==> src/design/stn_pkg.sv <==
`default_nettype none

package stn_pkg;

   // Largest number of links a node may have; the port fields limit it to 16.
   localparam int MAX_PORTS = 16;
   localparam logic [4:0] PORT_CAP = (MAX_PORTS < 16) ? 5'(MAX_PORTS) : 5'd16;

   // Configuration register indexes (word address bit 2).
   localparam logic REG_PORT_COUNT   = 1'b0;
   localparam logic REG_IS_INITIATOR = 1'b1;

   typedef enum logic [1:0] {
      NS_IDLE   = 2'd0,
      NS_INIT   = 2'd1,
      NS_ACTIVE = 2'd2,
      NS_DONE   = 2'd3
   } node_status_type;

   typedef enum logic [1:0] {
      EV_START = 2'd0,
      EV_QUERY = 2'd1,
      EV_YES   = 2'd2,
      EV_NO    = 2'd3
   } event_type;

   typedef enum logic [1:0] {
      KIND_QUERY = 2'd0,
      KIND_YES   = 2'd1,
      KIND_NO    = 2'd2
   } kind_type;

   typedef enum logic [1:0] {
      CS_IDLE  = 2'd0,
      CS_EVAL  = 2'd1,
      CS_HEAD  = 2'd2,
      CS_SWEEP = 2'd3
   } ctrl_state_type;

   // Commands from the controller to the datapath.
   typedef struct packed {
      logic capture;
      logic commit;
      logic load_head;
      logic load_sweep;
      logic advance;
   } ctrl_cmd_type;

   // Status from the datapath to the controller.
   typedef struct packed {
      logic has_head;
      logic sweep_pending;
      logic sweep_emit;
      logic sweep_last;
   } dp_status_type;

endpackage

`default_nettype wire

==> src/design/stn_ctrl.sv <==
`default_nettype none

module stn_ctrl
   import stn_pkg::*;
(
   input  wire logic          clock,
   input  wire logic          reset,
   input  wire logic          req_tvalid,
   output logic               req_tready,
   output logic               rsp_tvalid,
   input  wire logic          rsp_tready,
   input  wire dp_status_type status,
   output ctrl_cmd_type       cmd
);

   ctrl_state_type state_ff, state_in;
   logic           rsp_valid_ff, rsp_valid_in;
   logic           out_free;

   // The output register can take a word when empty or being drained.
   assign out_free = !rsp_valid_ff || rsp_tready;

   // Next state.
   always_comb begin
      state_in = state_ff;
      unique case (state_ff)
         CS_IDLE: begin
            if (req_tvalid) state_in = CS_EVAL;
         end
         CS_EVAL: begin
            state_in = status.has_head ? CS_HEAD : CS_SWEEP;
         end
         CS_HEAD: begin
            if (out_free) state_in = status.sweep_pending ? CS_SWEEP : CS_IDLE;
         end
         CS_SWEEP: begin
            if (status.sweep_emit && out_free && status.sweep_last) state_in = CS_IDLE;
         end
         default: state_in = CS_IDLE;
      endcase
   end

   // Outputs and commands.
   always_comb begin
      cmd        = '0;
      req_tready = 1'b0;
      unique case (state_ff)
         CS_IDLE: begin
            req_tready  = 1'b1;
            cmd.capture = req_tvalid;
         end
         CS_EVAL: begin
            cmd.commit = 1'b1;
         end
         CS_HEAD: begin
            cmd.load_head = out_free;
         end
         CS_SWEEP: begin
            cmd.load_sweep = status.sweep_emit && out_free;
            cmd.advance    = !status.sweep_emit || out_free;
         end
         default: begin
            cmd = '0;
         end
      endcase
   end

   // Result word valid flag.
   always_comb begin
      rsp_valid_in = rsp_valid_ff;
      if (cmd.load_head || cmd.load_sweep) rsp_valid_in = 1'b1;
      else if (rsp_tready) rsp_valid_in = 1'b0;
   end

   always_ff @(posedge clock) begin
      if (reset) begin
         state_ff     <= CS_IDLE;
         rsp_valid_ff <= 1'b0;
      end else begin
         state_ff     <= state_in;
         rsp_valid_ff <= rsp_valid_in;
      end
   end

   assign rsp_tvalid = rsp_valid_ff;

endmodule

`default_nettype wire

==> src/design/stn_dp.sv <==
`default_nettype none

module stn_dp
   import stn_pkg::*;
(
   input  wire logic         clock,
   input  wire logic         reset,
   input  wire ctrl_cmd_type cmd,
   output dp_status_type     status,
   input  wire logic [1:0]   req_mode,
   input  wire logic [3:0]   req_arrival_port,
   input  wire logic         csr_write,
   input  wire logic         csr_index,
   input  wire logic [31:0]  csr_wdata,
   output logic [31:0]       csr_rdata,
   output logic              rsp_send_valid,
   output logic [3:0]        rsp_out_port,
   output logic [1:0]        rsp_out_kind,
   output logic              rsp_last,
   output logic [1:0]        rsp_node_status,
   output logic              rsp_event_error,
   output logic [15:0]       rsp_tree_ports,
   output logic              rsp_is_root,
   output logic [3:0]        rsp_parent_port
);

   // Configuration registers.
   logic [4:0] port_count_ff;
   logic       is_init_ff;

   // Node state.
   node_status_type node_ff, node_in;
   logic [3:0]      parent_ff, parent_in;
   logic [4:0]      reply_ff, reply_in;
   logic [15:0]     mask_ff, mask_in;
   logic            root_ff, root_in;

   // Captured event.
   event_type  mode_ff;
   logic [3:0] port_ff;

   // Plan of the step: an optional head word, then an optional query sweep.
   logic       head_send_ff, head_send_in;
   logic [3:0] head_port_ff, head_port_in;
   kind_type   head_kind_ff, head_kind_in;
   logic       head_err_ff, head_err_in;
   logic       has_head;
   logic       sweep_en_ff, sweep_en_in;
   logic       skip_en_ff, skip_en_in;
   logic [3:0] last_p_ff, last_p_in;
   logic [3:0] p_ff;

   // Result word register.
   logic       out_send_ff;
   logic [3:0] out_port_ff;
   kind_type   out_kind_ff;
   logic       out_last_ff;
   logic [1:0] out_status_ff;
   logic       out_err_ff;
   logic [15:0] out_mask_ff;
   logic       out_root_ff;
   logic [3:0] out_parent_ff;

   logic [4:0]      np;
   logic [3:0]      np_m1;
   logic            port_ok;
   node_status_type st_eff;
   logic [4:0]      reply_sat;
   logic [4:0]      reply_first;
   logic [15:0]     port_bit;

   // Effective port count and status as seen by the protocol.
   assign np          = (port_count_ff > PORT_CAP) ? PORT_CAP : port_count_ff;
   assign np_m1       = 4'(np - 5'd1);
   assign port_ok     = {1'b0, port_ff} < np;
   assign st_eff      = (node_ff == NS_IDLE && is_init_ff) ? NS_INIT : node_ff;
   assign reply_sat   = (reply_ff != 5'd31) ? 5'(reply_ff + 5'd1) : reply_ff;
   assign reply_first = 5'(reply_ff + 5'd1);
   assign port_bit    = 16'd1 << port_ff;

   // Step evaluation: next state and the plan of words to send.
   always_comb begin
      node_in      = node_ff;
      parent_in    = parent_ff;
      reply_in     = reply_ff;
      mask_in      = mask_ff;
      root_in      = root_ff;
      head_send_in = 1'b0;
      head_port_in = 4'd0;
      head_kind_in = KIND_QUERY;
      head_err_in  = 1'b0;
      has_head     = 1'b1;
      sweep_en_in  = 1'b0;
      skip_en_in   = 1'b0;
      last_p_in    = np_m1;
      case (st_eff)
         NS_INIT: begin
            if (mode_ff != EV_START) begin
               head_err_in = 1'b1;
            end else begin
               root_in = 1'b1;
               node_in = NS_ACTIVE;
               if (np != 5'd0) begin
                  has_head    = 1'b0;
                  sweep_en_in = 1'b1;
               end
            end
         end
         NS_IDLE: begin
            if (!port_ok || mode_ff != EV_QUERY) begin
               head_err_in = 1'b1;
            end else begin
               parent_in    = port_ff;
               mask_in      = mask_ff | port_bit;
               reply_in     = reply_first;
               head_send_in = 1'b1;
               head_port_in = port_ff;
               head_kind_in = KIND_YES;
               if (reply_first >= np) begin
                  node_in = NS_DONE;
               end else begin
                  node_in     = NS_ACTIVE;
                  sweep_en_in = 1'b1;
                  skip_en_in  = 1'b1;
                  // The parent port is skipped; when it is the highest port
                  // the sweep ends one port earlier.
                  last_p_in   = (port_ff == np_m1) ? 4'(np_m1 - 4'd1) : np_m1;
               end
            end
         end
         NS_ACTIVE: begin
            if (!port_ok || mode_ff == EV_START) begin
               head_err_in = 1'b1;
            end else if (mode_ff == EV_QUERY) begin
               head_send_in = 1'b1;
               head_port_in = port_ff;
               head_kind_in = KIND_NO;
            end else begin
               if (mode_ff == EV_YES) mask_in = mask_ff | port_bit;
               reply_in = reply_sat;
               if (reply_sat >= np) node_in = NS_DONE;
            end
         end
         default: begin
            head_err_in = 1'b1;
         end
      endcase
   end

   // Configuration writes.
   always_ff @(posedge clock) begin
      if (reset) begin
         port_count_ff <= 5'd1;
         is_init_ff    <= 1'b0;
      end else if (csr_write) begin
         unique case (csr_index)
            REG_PORT_COUNT:   port_count_ff <= csr_wdata[4:0];
            REG_IS_INITIATOR: is_init_ff    <= csr_wdata[0];
            default:          port_count_ff <= port_count_ff;
         endcase
      end
   end

   // Configuration reads.
   always_comb begin
      unique case (csr_index)
         REG_PORT_COUNT:   csr_rdata = {27'd0, port_count_ff};
         REG_IS_INITIATOR: csr_rdata = {31'd0, is_init_ff};
         default:          csr_rdata = 32'd0;
      endcase
   end

   // Node state and plan are committed together.
   always_ff @(posedge clock) begin
      if (reset) begin
         node_ff     <= NS_IDLE;
         parent_ff   <= 4'd0;
         reply_ff    <= 5'd0;
         mask_ff     <= 16'd0;
         root_ff     <= 1'b0;
         sweep_en_ff <= 1'b0;
         skip_en_ff  <= 1'b0;
      end else if (cmd.commit) begin
         node_ff     <= node_in;
         parent_ff   <= parent_in;
         reply_ff    <= reply_in;
         mask_ff     <= mask_in;
         root_ff     <= root_in;
         sweep_en_ff <= sweep_en_in;
         skip_en_ff  <= skip_en_in;
      end
   end

   // Event capture, plan payload and sweep counter.
   always_ff @(posedge clock) begin
      if (cmd.capture) begin
         mode_ff <= event_type'(req_mode);
         port_ff <= req_arrival_port;
      end
      if (cmd.commit) begin
         head_send_ff <= head_send_in;
         head_port_ff <= head_port_in;
         head_kind_ff <= head_kind_in;
         head_err_ff  <= head_err_in;
         last_p_ff    <= last_p_in;
         p_ff         <= 4'd0;
      end else if (cmd.advance) begin
         p_ff <= 4'(p_ff + 4'd1);
      end
   end

   // Result word register; state fields already hold the post-step values.
   always_ff @(posedge clock) begin
      if (cmd.load_head || cmd.load_sweep) begin
         out_status_ff <= st_eff;
         out_mask_ff   <= mask_ff;
         out_root_ff   <= root_ff;
         out_parent_ff <= parent_ff;
      end
      if (cmd.load_head) begin
         out_send_ff <= head_send_ff;
         out_port_ff <= head_port_ff;
         out_kind_ff <= head_kind_ff;
         out_err_ff  <= head_err_ff;
         out_last_ff <= !sweep_en_ff;
      end else if (cmd.load_sweep) begin
         out_send_ff <= 1'b1;
         out_port_ff <= p_ff;
         out_kind_ff <= KIND_QUERY;
         out_err_ff  <= 1'b0;
         out_last_ff <= status.sweep_last;
      end
   end

   assign status.has_head      = has_head;
   assign status.sweep_pending = sweep_en_ff;
   assign status.sweep_emit    = !(skip_en_ff && p_ff == parent_ff);
   assign status.sweep_last    = (p_ff == last_p_ff);

   assign rsp_send_valid  = out_send_ff;
   assign rsp_out_port    = out_port_ff;
   assign rsp_out_kind    = out_kind_ff;
   assign rsp_last        = out_last_ff;
   assign rsp_node_status = out_status_ff;
   assign rsp_event_error = out_err_ff;
   assign rsp_tree_ports  = out_mask_ff;
   assign rsp_is_root     = out_root_ff;
   assign rsp_parent_port = out_parent_ff;

endmodule

`default_nettype wire

==> src/design/shout_spanning_tree_node_core.sv <==
// Sequence: a word is accepted, evaluated in the next cycle, and its first result is
// loaded into the result register once that register is free. Throughput: one item
// at a time; its n results are sent one port per cycle while the receiver does not
// stall, and the parent port is skipped during a flood. Synchronous reset returns
// the node to idle, clears the tree state, sets port_count 1, is_initiator 0.
`default_nettype none

module shout_spanning_tree_node_core
   import stn_pkg::*;
(
   input  wire logic        clock,
   input  wire logic        reset,
   // Input words.
   input  wire logic        req_tvalid,
   output logic             req_tready,
   input  wire logic [7:0]  req_tdata,   // [3:0] arrival_port, [7:4] zero
   input  wire logic [1:0]  req_tuser,   // [1:0] mode
   // Result words.
   output logic             rsp_tvalid,
   input  wire logic        rsp_tready,
   output logic [31:0]      rsp_tdata,   // [3:0] out_port, [5:4] node_status,
                                         // [21:6] tree_ports, [22] is_root,
                                         // [26:23] parent_port, [31:27] zero
   output logic [3:0]       rsp_tuser,   // [0] send_valid, [2:1] out_kind,
                                         // [3] event_error
   output logic             rsp_tlast,
   // Configuration port.
   input  wire logic        csr_psel,
   input  wire logic        csr_penable,
   input  wire logic        csr_pwrite,
   input  wire logic [2:0]  csr_paddr,
   input  wire logic [31:0] csr_pwdata,
   output logic [31:0]      csr_prdata,
   output logic             csr_pready
);

   ctrl_cmd_type  cmd;
   dp_status_type status;
   logic          csr_write;
   logic          send_valid;
   logic [3:0]    out_port;
   logic [1:0]    out_kind;
   logic [1:0]    node_status;
   logic          event_error;
   logic [15:0]   tree_ports;
   logic          is_root;
   logic [3:0]    parent_port;

   assign csr_pready = 1'b1;
   assign csr_write  = csr_psel && csr_penable && csr_pwrite && csr_pready;

   stn_ctrl u_ctrl (
      .clock      (clock),
      .reset      (reset),
      .req_tvalid (req_tvalid),
      .req_tready (req_tready),
      .rsp_tvalid (rsp_tvalid),
      .rsp_tready (rsp_tready),
      .status     (status),
      .cmd        (cmd)
   );

   stn_dp u_dp (
      .clock            (clock),
      .reset            (reset),
      .cmd              (cmd),
      .status           (status),
      .req_mode         (req_tuser),
      .req_arrival_port (req_tdata[3:0]),
      .csr_write        (csr_write),
      .csr_index        (csr_paddr[2]),
      .csr_wdata        (csr_pwdata),
      .csr_rdata        (csr_prdata),
      .rsp_send_valid   (send_valid),
      .rsp_out_port     (out_port),
      .rsp_out_kind     (out_kind),
      .rsp_last         (rsp_tlast),
      .rsp_node_status  (node_status),
      .rsp_event_error  (event_error),
      .rsp_tree_ports   (tree_ports),
      .rsp_is_root      (is_root),
      .rsp_parent_port  (parent_port)
   );

   // Pack the result word.
   assign rsp_tdata = {5'd0, parent_port, is_root, tree_ports, node_status, out_port};
   assign rsp_tuser = {event_error, out_kind, send_valid};

endmodule

`default_nettype wire

==> config.mk <==
export PLATFORM = sky130hd
export DESIGN_NAME = shout_spanning_tree_node_core
export DESIGN_NICKNAME = d
export VERILOG_FILES = /design/src/design/stn_pkg.sv /design/src/design/stn_ctrl.sv /design/src/design/stn_dp.sv /design/src/design/shout_spanning_tree_node_core.sv
export SDC_FILE = /design/constraint.sdc
export NUM_CORES = 1
export LEC_CHECK = 0
export BUFFER_PORTS_ARGS = -buffer_cell sky130_fd_sc_hd__buf_4
export CAP_MARGIN = 30
export CORE_MARGIN = 2
export CORE_UTILIZATION = 25
export CTS_CLUSTER_SIZE = 28
export DETAILED_ROUTE_END_ITERATION = 10
export SKIP_CTS_REPAIR_TIMING = 1
export SYNTH_ARGS = -nofsm -noshare
export SYNTH_HDL_FRONTEND = slang
export SYNTH_SLANG_ARGS = --single-unit
==> constraint.sdc <==
create_clock -name clock -period 3.35 [get_ports clock]
set_input_delay 0.335 -clock clock [delete_from_list [all_inputs] [get_ports clock]]
set_output_delay 0.335 -clock clock [all_outputs]
set_load 0.005 [all_outputs]
==> impl_metrics.csv <==
group,metric,value,unit
outcome,outcome,"finished, final reports clean",
synth,avgSynthCellArea,11.0,um^2
drt,viasPerCell,4.26,
placed_design,dp_hpwl,6790,um
synth,seq_area_frac_synth,52.6,%
synth,synth.area.mux_share,4.51,%
cts,insertion_delay,0.34,ns
grt,track_usage,9.47,%
placed_design,gp_congestion,0.829,
placed_design,port_buffers,57,
setup_path,path_cells,"inv_4, nand2_1, inv_1, ha_1, nand2b_1, a21o_1, maj3_2, a311oi_4, nand3_4, mux2_4",
job,drv_cap,0,
final_layout,num_antenna_cells,0,
synth,synth-xor-area-share,3.51,%
sta,period_minus_slack,2.99,ns
sta,maxSlewHeadroom,52.9,%
sta,fin_hold_ws,0.173,ns
sta,min_period_over_period,89.2,%
sta,setup_violations,0,
floorplan,start_util,25.3,%
worst_hold_path,hold-path-cell-count,1,
synth,synthSimpleGateAreaFrac,16.0,%
drt,drtAntennaViolNets,0,
power_and_ir_drop,leakage,0.00215,uW
drt,vias,2957,
final_layout,fillers,1821,
final_layout,layout.nets,528,
drt,drt_iter0_markers,165,
cts,cts_root_buffer,"clkbuf_16",
synth,ys.flop_type,"edfxtp_1",
drt,first_pass_iters,4,
synth,synth-compound-area-share,9.41,%
sta,skew,0.00488,ns
synth,yosysWarnings,0,
final_layout,syn2layout_area_growth,19.2,%
sta,worst_pin_slew,0.700,ns
setup_path,r2r-start,"u_dp.port_count_ff[4]$_SDFFE_PP0P_",
setup_path,cp-startpoint,"u_dp.port_count_ff[4]$_SDFFE_PP0P_",
setup_path,max_stage_delay,0.49,ns
setup_path,cp.required,3.44,ns
synth,ys_ff_latch,93,
floorplan,die_y,138,um
power_and_ir_drop,powerDensity,490,nW/um^2
setup_path,critPathArrivalTime,3.08,ns
final_layout,multi_input_comb_area,1840,um^2
final_layout,layout-drive-gt1-share,21.1,%
setup_path,crit_path_max_fanout,10,
floorplan,core_area,17800,um^2
grt,grt_pass1_wl,14600,um
floorplan,die-area,19100,um^2
cts,clock_sinks,93,
sta,rsz0062_at_grt,"false",
cts,clk_transition_reported_paths,0.06,ns
setup_path,endpoint_kind,"flop",
sta,slew_violations,0,
floorplan,dieWidth,138,um
final_layout,fin_cells,694,
grt,antenna_found_initial,0,
drt,finalWirelength,9030,um
placed_design,placed_area,5030,um^2
drt,drc,0,
synth,netlist_area,4490,um^2
cts,htree_levels,3,
setup_path,r2r_cells,10,
cts,clk_path_buf_depth,2,
setup_path,cp-start-kind,"flop",
setup_path,crit_type,"reg -> reg",
grt,first_global_vias,2802,
setup_path,crit_slowest_cell,"dfxtp_1",
final_layout,final_area,5360,um^2
synth,yosys.cell_types.count,59,
cts,cts_tree,"done",
synth,synth_top_family_by_area,"simple AND/OR/NAND/NOR gates",
synth,async_reset_ff_share,0,%
synth,syn_inst,407,
synth,synth_edf_count,50,
floorplan,io_pins,124,
cts,cts-buffers-inserted,9,
final_layout,utilization,30.1,%
sta,hold_viol,0,
synth,synth_fa_ha_area_share,4.70,%
floorplan,placementRows,49,
power_and_ir_drop,irDropWorstVdd,0.000232,V
worst_hold_path,holdCritPathClass,"in -> reg",
final_layout,seq_area,2360,um^2
placed_design,placed_cells_incl_taps,678,
grt,grt_overflow_total,0,
worst_hold_path,hold_start,"req_tdata[2]",
grt,grt_max_degree,40,
sta,clock.fmax,0.335,GHz
sta,setup_tns,0,ns
drt,drt-wirelength-per-cell,13.0,um
==> cell usage after synthesis, types with 2 or more instances <==
library cell,count,share of area (%)
edfxtp_1,50,33
nor2_1,50,4.2
dfxtp_1,43,19
buf_4,37,6.2
a21oi_1,22,2.4
ha_1,16,4.5
inv_1,16,1.3
nand2_1,15,1.3
mux2i_1,12,2.7
xor2_1,12,2.3
o21ai_0,10,1.1
clkbuf_1,9,0.75
nor2b_1,9,1.3
nor3_1,8,0.89
and2_1,7,0.97
nand2b_1,7,0.97
nand3_1,7,0.78
xnor2_1,6,1.2
a21o_1,5,0.84
a31oi_1,5,0.70
mux2_2,5,1.3
a211oi_1,4,0.67
nor4_1,4,0.56
o22ai_1,3,0.42
or3_1,3,0.42
a311oi_1,2,0.39
and3_1,2,0.28
buf_6,2,0.50
conb_1,2,0.17
nand4_1,2,0.28
nand4b_1,2,0.39
nor3b_2,2,0.56
nor4_4,2,0.95
==> flip-flops by register name (all words and copies together) (netlist names), 4 cells and up <==
name,cells
u_dp.head_port_ff,4
u_dp.last_p_ff,4
u_dp.mask_ff,16
u_dp.p_ff,4
u_dp.parent_ff,4
u_dp.port_count_ff,5
u_dp.port_ff,4
u_dp.reply_ff,5
u_dp.rsp_out_port,4
u_dp.rsp_parent_port,4
u_dp.rsp_tree_ports,16
==> critical path, delay by kind of cell (launching register included) <==
family,cells,cell delay [ns]
adders and majority gates,2,0.59
DFF,1,0.49
AOI/OAI and AO/OA,2,0.63
muxes,1,0.32
buffers and inverters,2,0.23
and+or+nand+nor,3,0.48
==> layout make-up <==
class	instances	share of cell area [%]
clock inverter	6	1.70
inverter	18	1.31
clock buffer	10	4.46
tap	229	5.35
multi-input combinational	278	34.3
timing repair buffer	60	8.78
sequential	93	44.1
==> cell families (layout without fill, tap and decap cells) <==
kind of cell | after synthesis | in the layout
compound gates | 62 | 62
xor+xnor | 18 | 18
fa+ha+maj | 17 | 17
buf+inv | 67 | 94
flops | 93 | 93
mux | 19 | 19
other cells | 2 | 33
simple gates | 129 | 129
==> report_power, final <==
part	internal (uW)	total (uW)	leakage [uW]	switching [uW]
Sequential	1250	1280	0.000818	35.1
Combinational	102	234	0.00117	132
Clock	681	1110	0.000164	428
==> layer usage <==
layer / vias to the layer above / track usage (%) / wire length, um / part of all wire, %
li1: 1486 / - / - / -
met1: 1365 / 11.4 / 3870 / 43
met2: 94 / 15.4 / 4390 / 49
met3: 12 / 3.01 / 616 / 6.8
met4: 0 / 4.62 / 157 / 1.7
met5: - / 0 / 0 / 0
==> layout by cell type, fill, tap and decap left out, types with 4 or more instances in the layout <==
cell       instances
nor3_1             8
a31oi_1            5
conb_1            33
inv_1             16
mux2i_1           12
mux2_2             5
and2_1             7
o21ai_0           10
clkbuf_16          9
nor2b_1            9
ha_1              16
nand2_1           15
nand2b_1           7
xnor2_1            6
xor2_1            12
dfxtp_1           43
nor4_1             4
a21oi_1           22
buf_4             59
edfxtp_1          50
nand3_1            7
a211oi_1           4
nor2_1            50
a21o_1             5
==> path summary, 6_finish.rpt <==
path | endpoint | slack [ns]
worst max register to register | u_dp.last_p_ff[1]$_DFFE_PP_ | 0.36
worst min register to register | u_dp.rsp_tree_ports[15]$_DFFE_PP_ | 0.43
worst min-delay path | u_dp.port_ff[2]$_DFFE_PP_ | 0.17
worst max-delay path | u_dp.last_p_ff[1]$_DFFE_PP_ | 0.36
==> through the flow <==
stage | power (uW) | worst slack [ns]
after global routing | 2720 | 0.241
after floorplan | 1480 | 0.700
after global placement | 1530 | 0.414
after CTS | 2650 | 0.340
after detailed placement | 1540 | 0.356
final | 2620 | 0.363
Power figures use the tool's default switching activity.
